File: config.mk
export PLATFORM = sky130hd
export DESIGN_NAME = cle_cell
export DESIGN_NICKNAME = d
export VERILOG_FILES = /design/src/design/cle_pkg.sv /design/src/design/cle_cell.sv
export SDC_FILE = /design/constraint.sdc
export NUM_CORES = 1
export LEC_CHECK = 0
export ABC_AREA = 1
export BUFFER_PORTS_ARGS = -buffer_cell sky130_fd_sc_hd__buf_2
export CORE_ASPECT_RATIO = 0.7
export CORE_UTILIZATION = 47
export CTS_CLUSTER_DIAMETER = 40
export CTS_CLUSTER_SIZE = 40
export DETAILED_ROUTE_END_ITERATION = 6
export PLACE_DENSITY = 0.83
export SYNTH_ARGS = -nofsm -noshare
export SYNTH_HDL_FRONTEND = slang
export SYNTH_SLANG_ARGS = --single-unit
File: constraint.sdc
create_clock -name clk -period 3.6 [get_ports clk]
set_input_delay 0.72 -clock clk [delete_from_list [all_inputs] [get_ports clk]]
set_output_delay 0.72 -clock clk [all_outputs]
set_load 0.005 [all_outputs]
File: src/design/cle_pkg.sv
// Shared types, sizes and operation codes of the cursor list engine.
package cle_pkg;

	localparam int CAPACITY    = 64;
	localparam int VALUE_WIDTH = 32;
	localparam int LEN_W       = $clog2(CAPACITY + 1);
	localparam int IDX_W       = $clog2(CAPACITY);

	typedef enum logic [3:0] {
		OP_CLEAR     = 4'd0,
		OP_INSERT    = 4'd1,
		OP_REMOVE    = 4'd2,
		OP_VAL_FWD   = 4'd3,
		OP_VAL_BACK  = 4'd4,
		OP_CUR_FWD   = 4'd5,
		OP_CUR_BACK  = 4'd6,
		OP_READ      = 4'd7,
		OP_WRITE     = 4'd8,
		OP_CONTAINS  = 4'd9
	} op_t;

	// Broadcast to every cell; enables already carry the accept and boundary checks.
	typedef struct packed {
		logic                   ins;
		logic                   rem;
		logic                   fwd;
		logic                   back;
		logic                   wr;
		logic [LEN_W-1:0]       pos;
		logic [LEN_W-1:0]       cur;
		logic [LEN_W-1:0]       len;
		logic [VALUE_WIDTH-1:0] val;
	} cle_ctrl_t;

endpackage

File: src/design/cle_cell.sv
// One list slot: holds an entry and takes its next value from itself, a neighbour or the input.
module cle_cell
	import cle_pkg::*;
(
	input  logic                   clk,
	input  logic [IDX_W-1:0]       idx,
	input  cle_ctrl_t              ctrl,
	input  logic [VALUE_WIDTH-1:0] left,
	input  logic [VALUE_WIDTH-1:0] right,
	output logic [VALUE_WIDTH-1:0] entry,
	output logic                   match,
	output logic [VALUE_WIDTH-1:0] rd_part
);

	logic [VALUE_WIDTH-1:0] entry_q;
	logic [LEN_W-1:0]       k;
	logic [LEN_W-1:0]       k_inc;
	logic [LEN_W-1:0]       cur_inc;
	logic                   take_val;
	logic                   take_left;
	logic                   take_right;

	assign k       = LEN_W'(idx);
	assign k_inc   = k + LEN_W'(1);
	assign cur_inc = ctrl.cur + LEN_W'(1);

	assign take_val   = (ctrl.ins && k == ctrl.pos) || (ctrl.wr && k == ctrl.cur);
	assign take_left  = (ctrl.ins && k > ctrl.pos && k <= ctrl.len)
		|| (ctrl.fwd && k == cur_inc) || (ctrl.back && k == ctrl.cur);
	assign take_right = (ctrl.rem && k >= ctrl.cur && k_inc < ctrl.len)
		|| (ctrl.fwd && k == ctrl.cur) || (ctrl.back && k_inc == ctrl.cur);

	always_ff @(posedge clk) begin
		if (take_val) begin
			entry_q <= ctrl.val;
		end else if (take_left) begin
			entry_q <= left;
		end else if (take_right) begin
			entry_q <= right;
		end
	end

	assign entry   = entry_q;
	assign match   = (entry_q == ctrl.val) && (k < ctrl.len);
	assign rd_part = (k == ctrl.cur) ? entry_q : '0;

endmodule

==> out/summary.txt <==
Gpl congestion: 1.02
Max reg flops: 32
Hold Violations, Final: 0
Worst hold slack: 746 ps
Internal power: 1030 uW
Die Y: 76.7 um
Die area: 0.00833 mm^2
Clock share of power: 31.5%
DRC violations left: 0
Min Tclk post-route: 3050 ps
Post-CTS Hold Fix Bufs: 0
Sequential area share after synthesis: 25.7%
Dpl hpwl: 9.25 mm
Pre-Repair DR Iteration Count: 4
Detail Route Antenna Nets: 0
H-tree levels: 2
First-pass GRT wire length: 18.8 mm
Initial core utilization: 49.8%
Worst hold start: ctrl[1]
Most frequent cells after synthesis: nand2_1, inv_1, nor2_1
Startpoint Class: primary input
Post-synth top area share: 25.7%
Worst Path Max Fanout: 9
ANT cells: 0
PortBufs: 193
Gr ovfl total: 0
Resize count post-CTS: 0
Root buffer cell: clkbuf_16
Setup Buffers After CTS: 0
Relative slew slack: 70.9%
Maximum number of pins on one net before global-route repair: 33
Hold depth: 3
Most area-consuming cells after synthesis: edfxtp_1, nand2_1, inv_1
Syn nets: 751
Global-route usage over all layers: 28.2%
Final Core Density: 66.0%
Power Density: 300 mW/mm^2
Initial antenna violation count: 0
Number of global-route vias before repair: 4154
RSZ-0062 raised after global routing: no
Total Wirelength: 11.6 mm
Yosys reg bits: 32
Fin nets: 939
Bufs on Longest Clock Path: 2
Via count: 4446
Yosys cell types: 25
Crit end category: primary output
CTS Buf Count: 5
Critical path arrival: 2330 ps
Net Switching: 461 uW
WHS Endpoint: entry[1]
Final period util: 84.8%
Wirelength per Cell: 13.2 um
Outcome: finished clean
Synth Instances: 595
Max VDD drop: 0.252 mV
Tightest Pin Transition: 433 ps
Setup TNS: 0 ps
Iteration-0 DRC count of the detailed router: 296
Sw frac: 31.0%
Seq pwr share: 36.5%
Syn Std Cell Area: 0.00374 mm^2
Layout cells sized above 1: 28.1%
Synth Area per Inst: 6.29 um^2
Maxcap violations: 0
Top_reg_cell synth: edfxtp_1
Synth-to-layout area growth: 32.4%
Hold Crit Class: primary input to flip-flop
Die W: 109 um
Comb pwr share: 32.0%
Post-synth EDFFs: 32
CTS tree: yes
Synth area leader: edfxtp_1
Vias per cell: 5.04
Clock sinks: 32
WS Path Type: primary input to primary output
Max Clk Rate: 0.327 GHz
Async SR Flop Fraction: 0%
Final Slew Violations: 0
Finish-stage setup viols: 0
CTS clk-pin slew, worst paths: 50 ps
Worst endpoint required time: 2880 ps
Dominant cell by count in the synthesized netlist: nand2_1
Leakage: 0.00301 uW
Core Area: 0.00751 mm^2
Number of filler cells placed in the layout: 695
Row cnt: 26
Syn. warnings: 0
# IOs: 194
power by group through the flow:
stage | Clock, uW | Combinational, uW | Sequential, uW
5_1_grt | 492 | 545 | 551
6_report | 469 | 476 | 542
3_5_place_dp | 0 | 475 | 549
3_3_place_gp | 0 | 460 | 547
4_1_cts | 473 | 477 | 543
2_1_floorplan | 0 | 262 | 546
per-stage QoR:
stage	instances	total power [uW]	worst slack [ps]	instance area [um^2]
global placement	874	1010	637	4790
floorplan	595	808	368	3740
finish	882	1490	545	4960
CTS	882	1490	559	4960
global route	882	1590	400	4960
detailed placement	874	1020	498	4790
placed cells by master (no fill, tap or decap), drive strengths merged:
cell type    n
buf        202
nand2      163
inv        139
nor2        53
nand3       51
nand4       40
edfxtp      32
ha          27
xnor2       16
xor2        15
a21oi       15
or2          7
nor3         6
o21ai        5
clkbuf       5
clkinv       2
nor4         1
o221ai       1
o22ai        1
o211ai       1
nand3b       1
bufinv       1
final cells by class:
cell class / instances / area, um^2 / share of cell area [%]
clock inverters: 3 / 37.5 / 0.757
clock buffers: 5 / 125 / 2.52
multi-input cells: 403 / 2160 / 43.5
inverters: 139 / 522 / 10.5
flip-flops and latches: 32 / 961 / 19.4
well taps: 98 / 123 / 2.47
repair buffers: 202 / 1030 / 20.8
worst max-delay path by stage:
stage,from,endpoint,slack [ps],depth (start not counted)
after floorplan,ctrl[51],entry[0],370,11
after global placement,idx[2],entry[31],640,11
after detailed placement,idx[2],entry[14],500,12
after CTS,idx[2],match,560,10
after global routing,idx[2],match,400,10
final,idx[2],match,550,10
layer usage:
metal | routed length [um] | track usage, % | share of wire, % | vias up
li1 | - | - | - | 2232
met1 | 5120 | 35.9 | 44 | 2001
met2 | 5540 | 50.3 | 48 | 199
met3 | 851 | 4.59 | 7.3 | 14
met4 | 105 | 4.86 | 0.90 | 0
met5 | 0 | 0 | 0 | -
logic make-up after synthesis:
family / after synthesis / synth area share (%)
AO/OA/AOI/OAI: 23 / 3.28
XOR/XNOR: 31 / 7.25
adder cells (fa/ha/maj): 27 / 9.02
buffers and inverters: 160 / 16.7
flip-flops: 32 / 25.7
AND/OR/NAND/NOR: 322 / 38.0
critical path, cell delays in order:
cell	delay, ps
buf_2	170
ha_1	350
a21oi_1	130
o21ai_0	100
nand2_1	60
nand2_1	110
nor4_1	370
nand2_1	100
nor2_1	100
buf_2	130
No activity file was read; power rests on OpenSTA's default activity.
